--- src/sv/bis_pkg.sv ---
// ----------------------------------------------------------------------------
// bis_pkg
// Shared types, field widths and codes of the bilinear image scaler.
// ----------------------------------------------------------------------------
package bis_pkg;

   localparam int COORD_W      = 10;
   localparam int PIX_W        = 8;
   localparam int STEP_W       = 25;
   localparam int DIM_CFG_W    = 9;
   localparam int REQ_DATA_W   = 32;
   localparam int RSP_DATA_W   = 8;
   localparam int CSR_INDEX_W  = 2;
   localparam int CSR_DATA_W   = 25;

   localparam int MAX_SRC_DIM_DEFAULT = 256;
   localparam int MAX_DST_DIM_DEFAULT = 1024;
   localparam int FRAC_BITS_DEFAULT   = 16;

   localparam logic [DIM_CFG_W-1:0] SRC_WIDTH_RESET  = 9'd256;
   localparam logic [DIM_CFG_W-1:0] SRC_HEIGHT_RESET = 9'd256;
   localparam logic [STEP_W-1:0]    X_STEP_RESET     = 25'd65536;
   localparam logic [STEP_W-1:0]    Y_STEP_RESET     = 25'd65536;

   localparam logic OP_LOAD   = 1'b0;
   localparam logic OP_SAMPLE = 1'b1;

   typedef enum logic [CSR_INDEX_W-1:0] {
      REG_SRC_WIDTH  = 2'd0,
      REG_SRC_HEIGHT = 2'd1,
      REG_X_STEP     = 2'd2,
      REG_Y_STEP     = 2'd3
   } csr_reg_type;

endpackage

--- src/sv/bis_locate.sv ---
// ----------------------------------------------------------------------------
// bis_locate
// Registered axis locator: base pixel, next pixel and blend fraction.
// ----------------------------------------------------------------------------
module bis_locate #(
   parameter int POS_W     = 35,
   parameter int IDX_W     = 8,
   parameter int FRAC_BITS = bis_pkg::FRAC_BITS_DEFAULT
) (
   input  logic                 clock,
   input  logic                 en,
   input  logic [POS_W-1:0]     pos,
   input  logic [IDX_W-1:0]     last,
   output logic [IDX_W-1:0]     base,
   output logic [IDX_W-1:0]     nxt,
   output logic [FRAC_BITS-1:0] frac
);

   localparam int FL_W  = POS_W - FRAC_BITS;
   localparam int CMP_W = (FL_W > IDX_W) ? FL_W : IDX_W;

   logic [CMP_W-1:0]     floor_ext;
   logic [IDX_W-1:0]     base_in;
   logic [IDX_W-1:0]     nxt_in;
   logic [IDX_W-1:0]     base_ff;
   logic [IDX_W-1:0]     nxt_ff;
   logic [FRAC_BITS-1:0] frac_ff;

   always_comb begin
      floor_ext = CMP_W'(pos[POS_W-1:FRAC_BITS]);
      if (floor_ext > CMP_W'(last)) begin
         base_in = last;
      end else begin
         base_in = floor_ext[IDX_W-1:0];
      end
      if (base_in == last) begin
         nxt_in = base_in;
      end else begin
         nxt_in = base_in + IDX_W'(1);
      end
   end

   always_ff @(posedge clock) begin
      if (en) begin
         base_ff <= base_in;
         nxt_ff  <= nxt_in;
         frac_ff <= pos[FRAC_BITS-1:0];
      end
   end

   assign base = base_ff;
   assign nxt  = nxt_ff;
   assign frac = frac_ff;

endmodule

--- config.mk ---
export PLATFORM = sky130hd
export DESIGN_NAME = bis_locate
export DESIGN_NICKNAME = d
export VERILOG_FILES = /design/src/sv/bis_pkg.sv /design/src/sv/bis_locate.sv
export SDC_FILE = /design/constraint.sdc
export NUM_CORES = 1
export LEC_CHECK = 0
export BUFFER_PORTS_ARGS = -buffer_cell sky130_fd_sc_hd__buf_2
export CAP_MARGIN = 10
export CORE_MARGIN = 2
export CORE_UTILIZATION = 49
export DETAILED_ROUTE_END_ITERATION = 8
export PLACE_DENSITY = 0.94
export SLEW_MARGIN = 20
export SYNTH_ARGS = -nofsm -noshare
export SYNTH_HDL_FRONTEND = slang
export SYNTH_SLANG_ARGS = --single-unit
--- constraint.sdc ---
create_clock -name clock -period 4.2 [get_ports clock]
set_clock_uncertainty 0.05 [all_clocks]
set_input_delay 0.21 -clock clock [delete_from_list [all_inputs] [get_ports clock]]
set_output_delay 0.21 -clock clock [all_outputs]
set_load 0.1 [all_outputs]
==> flow_summary.yaml <==
status:
  status: "finished clean"
detailed_routing:
  vias: 1283
  drt_first_pass_iters: 5
  drc: 0
  vias_per_cell: 5.11
  first_iter_violations: 50
  drt-total-wl_um: 3430
  routedWlPerCell_um: 13.7
  ant_nets: 0
yosys:
  yosysSeqAreaShare: 0.589
  ys_top_cells_by_count: "edfxtp_1, xor2_1, inv_1, ha_1, nand2_1"
  synth_top_cell_by_area: "edfxtp_1"
  ys_async_sr_fraction: 0
  synthCells: 120
  ys_types: 26
  synth_area_sq_um: 1630
  ys_ff_latch: 32
  synth.net_count: 174
  synth_edf_count: 32
  ys_warn_count: 0
  syn_area_per_cell_sq_um: 13.6
  synth_area_leaders: "edfxtp_1, ha_1, xor2_1, mux2_2, inv_1"
  synth_top_flop_cell: "edfxtp_1"
  synth_most_common_cell: "edfxtp_1"
  yosysTopAreaCellShare: 0.589
sta:
  rsz0062_at_grt: "false"
  relSlewSlack: 0.571
  slew_viol_final: 0
  setup_viol: 0
  fin_tns_setup_ps: 0
  fin_ws_ps: 1440
  period_share: 0.656
  worst_pin_slew_ps: 643
  min_period_ps: 2760
  hold_viol_final: 0
  fmax_mhz: 363
power_and_ir_drop:
  p_clk_frac: 0.182
  powerDensity_nw_per_um2: 381
  peakVddDrop_uv: 123
  pwr-share-comb: 0.348
  p_leak_uw: 0.000961
  p_switching_uw: 322
  internal_power_uw: 497
  switching_share: 0.393
  pwr-share-seq: 0.470
flow_run:
  drv_cap: 0
place:
  gp_congestion: 0.825
  dp_slack_ps: 1120
  port-buffer-count: 76
  dp_hpwl_um: 2730
finish:
  multiInputGateArea_sq_um: 631
  fillers: 240
  drive_gt1_frac: 0.444
  nets: 260
  area_growth_syn_to_layout_pct: 31.9
  n_antenna_cell: 0
  ff_latch_area_sq_um: 961
clock_tree:
  cts_buffers: 5
  post_cts_buffers: 0
  numClockSinks: 32
  cts_max_level: 2
  ctsResizeCount: 0
  clock_path_buffers: 2
  tritoncts: "done"
  clk_pin_slew_ps: 90
  clockRootBuffer: "clkbuf_4"
critical_path:
  critPathLaunchType: "input pin"
  end_kind: "register"
  cp-startpoint: "pos[25]"
  path_max_fanout: 8
  path_class: "in -> reg"
  cp.arrival_ps: 2760
  crit_end: "nxt[6]"
  critPathRequiredTime_ps: 4200
grt:
  grt_pass1_vias: 1194
  grt_pass1_wl_um: 5120
  grt_overflow: 0
  track_usage: 0.193
  grt_max_degree: 33
  antenna_found_initial: 0
floorplan:
  row_count: 20
  fp.dieArea_sq_um: 3810
  core-area_sq_um: 3100
  ios: 77
  dieWidth_um: 61.7
  die_y_um: 61.7
  start_util: 0.526
min_path:
  hold_class: "in -> reg"
[power groups by stage]
stage          registers (uW)  logic (uW)  clock network (uW)
2_1_floorplan             574        37.6                   0
3_3_place_gp              392         279                   0
3_5_place_dp              392         283                   0
4_1_cts                   385         283                 154
5_1_grt                   388         299                 171
6_report                  385         286                 149
[worst min-delay path by stage]
stage / slack (ps) / to / cells past startpoint / from
final: 20 / frac[12] / 1 / pos[12]
after global routing: -10 / frac[9] / 1 / pos[9]
after floorplan: 260 / frac[0] / 0 / pos[0]
after CTS: 6 / frac[12] / 1 / pos[12]
after global placement: 340 / frac[8] / 1 / pos[8]
after detailed placement: 340 / frac[12] / 1 / pos[12]
[stage by stage]
step / cells / hold WS, ps / utilization / area [sq um] / power [uW]
after floorplan: 120 / 259 / - / 1630 / 612
after global placement: 239 / 337 / 0.665 / 2060 / 671
after detailed placement: 239 / 338 / 0.665 / 2060 / 675
after CTS: 247 / 6.33 / 0.681 / 2110 / 822
after global routing: 251 / -12.6 / 0.694 / 2150 / 858
final: 251 / 23.0 / 0.694 / 2150 / 820
[what timing repair did]
item	4_1_cts	5_1_grt
endpoints found under the setup margin	0	0
hold endpoints to repair	0	4
hold buffers	0	4
[per-layer routing]
metal  routed length (um)  part of all wire  GRT usage
met1                 1250              0.36      0.194
met2                 1810              0.53      0.353
met3                  351              0.10     0.0683
met4                   27            0.0079     0.0881
met5                    0                 0          0
[cell type report]
type,count,area share
sequential,32,0.446
tap,44,0.0256
inverter,10,0.0174
multi-input combinational,77,0.293
clock buffer,7,0.0209
timing repair buffer,80,0.195
clock inverter,1,0.00174
[cell usage in the layout, fill, tap and decap left out, types with 2 or more instances in the layout]
| master | Yosys | routed |
|---|---|---|
| inv_1 | 10 | 10 |
| mux2_4 | 2 | 2 |
| ha_1 | 9 | 9 |
| nor4_1 | 5 | 5 |
| clkbuf_4 | 0 | 5 |
| a21oi_1 | 3 | 3 |
| or3_4 | 2 | 2 |
| nand4_1 | 4 | 4 |
| edfxtp_1 | 32 | 32 |
| dlygate4sd3_1 | 0 | 4 |
| xor2_1 | 12 | 12 |
| o21ai_0 | 3 | 3 |
| and3_1 | 2 | 2 |
| mux2_2 | 4 | 4 |
| a211oi_1 | 3 | 3 |
| o22a_1 | 2 | 2 |
| nand3_1 | 6 | 6 |
| buf_2 | 0 | 76 |
| clkbuf_1 | 0 | 2 |
| nand2_1 | 7 | 7 |
| nor2_1 | 2 | 2 |
| xnor2_1 | 3 | 3 |
| and2_1 | 2 | 2 |
[cell families after synthesis]
group / synth area share
AO/OA/AOI/OAI: 0.0766
XOR/XNOR: 0.0805
adder cells (fa/ha/maj): 0.0690
buffers and inverters: 0.0253
flip-flops: 0.589
multiplexers: 0.0460
AND/OR/NAND/NOR: 0.114
[flip-flops by register name, summed over array words and instances (netlist names)]
name,cells
nxt,8
base,8
frac,16
[worst max-delay path: stages]
cell and delay (ps):
buf_2 100, or3_4 410, or3_4 370, o32ai_4 460, nand2_4 140, mux2_4 330, ha_1 220, and3_1 160
nand4_1 110, xor2_1 160, o21ai_0 90
Power figures use the tool's default switching activity.
