==> src/sv/bis_pkg.sv <==
// ----------------------------------------------------------------------------
// bis_pkg
// Shared types, field widths and codes of the bilinear image scaler.
// ----------------------------------------------------------------------------
package bis_pkg;

   localparam int COORD_W      = 10;
   localparam int PIX_W        = 8;
   localparam int STEP_W       = 25;
   localparam int DIM_CFG_W    = 9;
   localparam int REQ_DATA_W   = 32;
   localparam int RSP_DATA_W   = 8;
   localparam int CSR_INDEX_W  = 2;
   localparam int CSR_DATA_W   = 25;

   localparam int MAX_SRC_DIM_DEFAULT = 256;
   localparam int MAX_DST_DIM_DEFAULT = 1024;
   localparam int FRAC_BITS_DEFAULT   = 16;

   localparam logic [DIM_CFG_W-1:0] SRC_WIDTH_RESET  = 9'd256;
   localparam logic [DIM_CFG_W-1:0] SRC_HEIGHT_RESET = 9'd256;
   localparam logic [STEP_W-1:0]    X_STEP_RESET     = 25'd65536;
   localparam logic [STEP_W-1:0]    Y_STEP_RESET     = 25'd65536;

   localparam logic OP_LOAD   = 1'b0;
   localparam logic OP_SAMPLE = 1'b1;

   typedef enum logic [CSR_INDEX_W-1:0] {
      REG_SRC_WIDTH  = 2'd0,
      REG_SRC_HEIGHT = 2'd1,
      REG_X_STEP     = 2'd2,
      REG_Y_STEP     = 2'd3
   } csr_reg_type;

endpackage

==> src/sv/bis_blend.sv <==
// ----------------------------------------------------------------------------
// bis_blend
// Two-stage bilinear blend: row blends, then the column blend into the
// output register of the result channel.
// ----------------------------------------------------------------------------
module bis_blend #(
   parameter int FRAC_BITS = bis_pkg::FRAC_BITS_DEFAULT
) (
   input  logic                          clock,
   input  logic                          reset,
   input  logic                          in_valid,
   output logic                          in_ready,
   input  logic [bis_pkg::PIX_W-1:0]     c00,
   input  logic [bis_pkg::PIX_W-1:0]     c01,
   input  logic [bis_pkg::PIX_W-1:0]     c10,
   input  logic [bis_pkg::PIX_W-1:0]     c11,
   input  logic [FRAC_BITS-1:0]          fx,
   input  logic [FRAC_BITS-1:0]          fy,
   output logic                          rsp_tvalid,
   input  logic                          rsp_tready,
   output logic [bis_pkg::RSP_DATA_W-1:0] rsp_tdata
);

   localparam int PW = bis_pkg::PIX_W;
   localparam int RW = FRAC_BITS + PW;
   localparam int SW = FRAC_BITS + PW + 2;
   localparam int VW = 2 * FRAC_BITS + PW + 2;

   logic                 row_en;
   logic                 out_en;
   logic                 row_valid_ff;
   logic [RW-1:0]        r0_ff;
   logic [RW-1:0]        r1_ff;
   logic [FRAC_BITS-1:0] fy_ff;
   logic                 out_valid_ff;
   logic [PW-1:0]        pix_ff;

   logic signed [PW:0]   d0;
   logic signed [PW:0]   d1;
   logic signed [SW-1:0] s0;
   logic signed [SW-1:0] s1;
   logic signed [RW:0]   e;
   logic signed [VW-1:0] v;

   assign out_en   = !out_valid_ff || rsp_tready;
   assign row_en   = !row_valid_ff || out_en;
   assign in_ready = row_en;

   always_comb begin
      d0 = $signed({1'b0, c01}) - $signed({1'b0, c00});
      d1 = $signed({1'b0, c11}) - $signed({1'b0, c10});
      s0 = $signed({2'b00, c00, {FRAC_BITS{1'b0}}}) + d0 * $signed({1'b0, fx});
      s1 = $signed({2'b00, c10, {FRAC_BITS{1'b0}}}) + d1 * $signed({1'b0, fx});
      e  = $signed({1'b0, r1_ff}) - $signed({1'b0, r0_ff});
      v  = $signed({2'b00, r0_ff, {FRAC_BITS{1'b0}}}) + e * $signed({1'b0, fy_ff});
   end

   always_ff @(posedge clock) begin
      if (reset) begin
         row_valid_ff <= 1'b0;
         out_valid_ff <= 1'b0;
      end else begin
         if (row_en) begin
            row_valid_ff <= in_valid;
         end
         if (out_en) begin
            out_valid_ff <= row_valid_ff;
         end
      end
   end

   always_ff @(posedge clock) begin
      if (row_en) begin
         r0_ff <= s0[RW-1:0];
         r1_ff <= s1[RW-1:0];
         fy_ff <= fy;
      end
      if (out_en) begin
         pix_ff <= v[2*FRAC_BITS+PW-1:2*FRAC_BITS];
      end
   end

   assign rsp_tvalid = out_valid_ff;
   assign rsp_tdata  = pix_ff;

endmodule

==> config.mk <==
export PLATFORM = sky130hd
export DESIGN_NAME = bis_blend
export DESIGN_NICKNAME = d
export VERILOG_FILES = /design/src/sv/bis_pkg.sv /design/src/sv/bis_blend.sv
export SDC_FILE = /design/constraint.sdc
export NUM_CORES = 2
export LEC_CHECK = 0
export BUFFER_PORTS_ARGS = -buffer_cell sky130_fd_sc_hd__buf_2
export CAP_MARGIN = 20
export CORE_MARGIN = 5
export CORE_UTILIZATION = 60
export CTS_CLUSTER_DIAMETER = 100
export DETAILED_ROUTE_END_ITERATION = 12
export PLACE_DENSITY_LB_ADDON = 0.15
export SYNTH_ARGS = -nofsm -noshare
export SYNTH_HDL_FRONTEND = slang
export SYNTH_SLANG_ARGS = --single-unit
==> constraint.sdc <==
create_clock -name clock -period 10.2 [get_ports clock]
set_clock_uncertainty 0.15 [all_clocks]
set_input_delay 1.02 -clock clock [delete_from_list [all_inputs] [get_ports clock]]
set_output_delay 1.02 -clock clock [all_outputs]
set_load 0.01 [all_outputs]
==> impl_results.html <==
<table>
<tr><th>Metric</th><th>Value</th></tr>
<tr><th colspan="2">Logic synthesis</th></tr>
<tr><td>Proportion of register bits with asynchronous set or reset after synthesis</td><td>0%</td></tr>
<tr><td>Cell count after synthesis</td><td>3113</td></tr>
<tr><td>Synth warnings</td><td>0</td></tr>
<tr><td>Proportion of netlist area held by the largest area contributor</td><td>between 40% and 50%</td></tr>
<tr><td>Mapped cell area</td><td>around 28000 um2</td></tr>
<tr><td>Post-synthesis net count</td><td>4060</td></tr>
<tr><td>Proportion of synthesized chip area in sequential cells</td><td>7.73%</td></tr>
<tr><td>Most used flip-flop cell after synthesis</td><td>sky130_fd_sc_hd__edfxtp_1</td></tr>
<tr><td>Avg Inst Size Synth</td><td>9.15 um2</td></tr>
<tr><td>Largest area contributor in the synthesized netlist</td><td>sky130_fd_sc_hd__fa_1</td></tr>
<tr><td>Synthesized flop and latch total</td><td>74</td></tr>
<tr><td>Cell types with the largest area share after synthesis</td><td>sky130_fd_sc_hd__fa_1, sky130_fd_sc_hd__ha_1, sky130_fd_sc_hd__inv_1</td></tr>
<tr><td>Synth unique cells</td><td>61</td></tr>
<tr><td>Number of enable-type register cells in the synthesized netlist</td><td>72</td></tr>
<tr><th colspan="2">Placement</th></tr>
<tr><td>Number of placed cells counting well taps</td><td>between 3k and 4k</td></tr>
<tr><td>Port-buffer cells</td><td>77</td></tr>
<tr><td>Final RePlAce weighted congestion</td><td>0.930</td></tr>
<tr><td>Total half-perimeter wirelength after legalization and detailed placement</td><td>55400 um</td></tr>
<tr><th colspan="2">Cells and area</th></tr>
<tr><td>Post-layout util</td><td>64.1%</td></tr>
<tr><td>Footprint of the flip-flops and latches</td><td>roughly 2200 um2</td></tr>
<tr><td>Net count of the finished layout</td><td>approximately 4k</td></tr>
<tr><td>Inserted Diodes</td><td>0</td></tr>
<tr><td>Footprint of the multi-input gates</td><td>22700 um2</td></tr>
<tr><td>Layout cells sized above 1</td><td>under 10%</td></tr>
<tr><td>Layout-stage area growth over the synthesis result</td><td>5.19%</td></tr>
<tr><td>Most frequent cells in the layout</td><td>sky130_fd_sc_hd__inv_1, sky130_fd_sc_hd__fa_1, sky130_fd_sc_hd__nand2_1</td></tr>
<tr><td>Fill cells</td><td>3977</td></tr>
<tr><td>Most common cell after layout, fill and taps aside</td><td>sky130_fd_sc_hd__inv_1</td></tr>
<tr><td>Count of non-filler cells in the finished layout</td><td>3742</td></tr>
<tr><th colspan="2">STA</th></tr>
<tr><td>Minimum period implied by the final worst setup slack</td><td>~9800 ps</td></tr>
<tr><td>Max-slew violation count</td><td>0</td></tr>
<tr><td>Final Hold Fails</td><td>0</td></tr>
<tr><td>Final worst hold slack</td><td>386 ps</td></tr>
<tr><td>Setup violation total in the final timing report</td><td>0</td></tr>
<tr><td>Slew @ Worst Pin</td><td>roughly 1100 ps</td></tr>
<tr><td>Maximum operating frequency</td><td>about 100 MHz</td></tr>
<tr><td>Headroom to the max-slew limit</td><td>27.3%</td></tr>
<tr><td>Period utilisation layout</td><td>a little over nine tenths</td></tr>
<tr><th colspan="2">Critical path</th></tr>
<tr><td>Critical Path Fanout Max</td><td>15</td></tr>
<tr><td>Worst endpoint required time</td><td>between 10000 and 15000 ps</td></tr>
<tr><td>Launch point of the worst path</td><td>r0_ff[2]</td></tr>
<tr><td>Data arrival at the endpoint of the critical path</td><td>9760 ps</td></tr>
<tr><td>Setup slack of the most critical reg-to-reg path</td><td>410 ps</td></tr>
<tr><td>Critical path's most frequent cell</td><td>sky130_fd_sc_hd__fa_1</td></tr>
<tr><td>Nature of the critical path startpoint</td><td>flop</td></tr>
<tr><td>Worst reg2reg path startpoint</td><td>r0_ff[2]</td></tr>
<tr><td>Endpoint of the worst-slack reg-to-reg timing path</td><td>rsp_tdata[7]</td></tr>
<tr><td>Number of cell instances on the worst register-to-register path</td><td>33</td></tr>
<tr><td>Cell with the largest stage delay on the worst path</td><td>sky130_fd_sc_hd__a311oi_1</td></tr>
<tr><td>Crit end category</td><td>flop</td></tr>
<tr><td>Worst Setup Path Type</td><td>flop to flop</td></tr>
<tr><td>Endpoint of the most critical setup path</td><td>rsp_tdata[7]</td></tr>
<tr><td>Slowest Stage Delay on Critical Path</td><td>590 ps</td></tr>
<tr><th colspan="2">Min path</th></tr>
<tr><td>Min-delay worst type</td><td>flop to flop</td></tr>
<tr><th colspan="2">GRT</th></tr>
<tr><td>Remaining global-route overflow</td><td>0</td></tr>
<tr><td>Vias in the first global route</td><td>between 20k and 25k</td></tr>
<tr><td>Global-route wire length before repair</td><td>115000 um</td></tr>
<tr><td>GR Util All Layers</td><td>27.1%</td></tr>
<tr><td>Antenna violations before repair</td><td>0</td></tr>
<tr><td>Pin count of the biggest net entering global routing</td><td>66</td></tr>
<tr><th colspan="2">Clock tree</th></tr>
<tr><td>Hold buffer count at CTS</td><td>0</td></tr>
<tr><td>Maximum buffer depth of the clock tree</td><td>2</td></tr>
<tr><td>CTS tree</td><td>built</td></tr>
<tr><td>H-Tree Level Count</td><td>3</td></tr>
<tr><td>Clk pin slew, worst setup/hold paths</td><td>around 80 ps</td></tr>
<tr><td>Clk Latency, worst-skew pair</td><td>around 370 ps</td></tr>
<tr><td>Number of clock sinks</td><td>74</td></tr>
<tr><td>Num CTS Buffers</td><td>9</td></tr>
<tr><td>Root buffer selected by CTS</td><td>sky130_fd_sc_hd__clkbuf_16</td></tr>
<tr><th colspan="2">Detailed routing</th></tr>
<tr><td>Detailed-routed wire length on met3</td><td>3570 um</td></tr>
<tr><td>Wire length after detailed routing</td><td>68400 um</td></tr>
<tr><td>Vias per Instance</td><td>5.47</td></tr>
<tr><td>Met2 layer wire length in the routed design</td><td>34200 um</td></tr>
<tr><td>Mean routed wirelength per cell</td><td>18.3 um</td></tr>
<tr><td>DRT antenna net count</td><td>0</td></tr>
<tr><td>Pre-Repair DR Iteration Count</td><td>6</td></tr>
<tr><td>Detailed-route DRC error count</td><td>0</td></tr>
<tr><td>Highest routed layer</td><td>met4</td></tr>
<tr><td>Iteration-0 DRC Markers</td><td>~1.2k</td></tr>
<tr><td>Number of vias after detailed routing</td><td>20.5k</td></tr>
<tr><td>Post-Route M1 WL</td><td>28400 um</td></tr>
<tr><th colspan="2">Run status</th></tr>
<tr><td>Status</td><td>complete, no violations</td></tr>
<tr><th colspan="2">Floorplan</th></tr>
<tr><td>Number of ports placed on the die boundary</td><td>78</td></tr>
<tr><td>Placeable core region</td><td>46800 um2</td></tr>
<tr><td>Die area</td><td>51900 um2</td></tr>
<tr><td>Core Rows</td><td>a little under 80</td></tr>
<tr><td>Starting Density</td><td>between 60 and 70%</td></tr>
<tr><td>Overall die width</td><td>approximately 230 um</td></tr>
<tr><td>Floorplan die height</td><td>228 um</td></tr>
<tr><th colspan="2">Job</th></tr>
<tr><td>Number of max-cap violations</td><td>0</td></tr>
</table>
-- worst max-delay path: cells and delay by family, from the launching register on --
| family | cells | cell delay (ps) |
|---|---|---|
| flip-flops | 1 | 380 |
| XOR/XNOR | 2 | 280 |
| adder cells (fa/ha/maj) | 8 | 3530 |
| AO/OA/AOI/OAI | 12 | 3500 |
| buffers and inverters | 7 | 690 |
| AND/OR/NAND/NOR | 4 | 940 |
-- state kept, by name (all words and copies together) (netlist names) --
register and flops:
rsp_tvalid 1, r0_ff 24, r1_ff 24, fy_ff 16, row_valid_ff 1, rsp_tdata 8
-- final cells by class --
class | instances | share of cell area, %
Tap cell | 607 | 2.54
Clock inverter | 7 | 0.334
Inverter | 831 | 10.4
Sequential cell | 74 | 7.35
Multi-Input combinational cell | 2081 | 75.9
Clock buffer | 9 | 0.752
Timing Repair Buffer | 133 | 2.72
-- per-layer routing --
| metal | up-vias | GRT usage, % |
|---|---|---|
| met2 | 634 | 47.6 |
| met3 | 142 | 2.07 |
| met4 | 0 | 8.89 |
| met1 | 10400 | 36.2 |
| li1 | 9243 | - |
| met5 | - | 0 |
-- logic make-up (layout without fill, tap and decap cells) --
family                   Yosys count  in the layout  synth area share (%)
AO/OA/AOI/OAI                    207            207                  4.95
XOR/XNOR                          96             96                  2.95
adder cells (fa/ha/maj)          879            879                  55.1
buffers and inverters            958            980                  12.7
flip-flops                        74             74                  7.73
AND/OR/NAND/NOR                  899            899                  16.6
-- synthesized netlist by cell type, types with 5 or more instances --
cell,count
sky130_fd_sc_hd__o21ai_1,5
sky130_fd_sc_hd__or3_1,6
sky130_fd_sc_hd__nand2_1,320
sky130_fd_sc_hd__fa_1,624
sky130_fd_sc_hd__nor3_1,19
sky130_fd_sc_hd__o21a_1,12
sky130_fd_sc_hd__nor4_1,12
sky130_fd_sc_hd__edfxtp_1,72
sky130_fd_sc_hd__ha_1,255
sky130_fd_sc_hd__o21ai_0,28
sky130_fd_sc_hd__a31oi_1,17
sky130_fd_sc_hd__and3b_1,11
sky130_fd_sc_hd__o21bai_1,7
sky130_fd_sc_hd__nand2b_1,71
sky130_fd_sc_hd__inv_1,831
sky130_fd_sc_hd__nor2b_1,52
sky130_fd_sc_hd__xor2_1,16
sky130_fd_sc_hd__and2_1,301
sky130_fd_sc_hd__nand3_1,16
sky130_fd_sc_hd__nand3b_1,7
sky130_fd_sc_hd__a21o_1,17
sky130_fd_sc_hd__a21oi_1,54
sky130_fd_sc_hd__nor2_1,48
sky130_fd_sc_hd__o311ai_0,8
sky130_fd_sc_hd__a211oi_1,12
sky130_fd_sc_hd__buf_2,10
sky130_fd_sc_hd__o211ai_1,6
sky130_fd_sc_hd__and3_1,13
sky130_fd_sc_hd__or4_1,14
sky130_fd_sc_hd__a32o_1,8
sky130_fd_sc_hd__xnor2_1,80
sky130_fd_sc_hd__clkbuf_1,112
-- how the worst min path moves through the flow --
stage | endpoint | from | slack [ps] | depth (start not counted)
after floorplan | rsp_tvalid | row_valid_ff | 310 | 2
after global placement | rsp_tvalid | row_valid_ff | 370 | 2
after detailed placement | rsp_tvalid | row_valid_ff | 380 | 2
after CTS | rsp_tvalid | row_valid_ff | 390 | 2
after global routing | rsp_tvalid | row_valid_ff | 420 | 2
final | rsp_tvalid | row_valid_ff | 390 | 2
-- per-stage QoR --
stage               TNS, ps  setup slack, ps  instance area (um2)
CTS                       0              137                29900
global placement          0              315                29600
floorplan                 0             2010                28500
detailed placement        0              163                29600
global route          -49.0            -27.5                30000
finish                    0              413                30000
-- timing repair --
item / 4_1_cts / 5_1_grt
endpoints found under the setup margin: 0 / 6
gates resized for setup: 0 / 4
setup buffers: 0 / 1
Power is left out: the tool's default activity adds up to more than one toggle a clock period on the data nets, which glitch-free logic cannot reach.
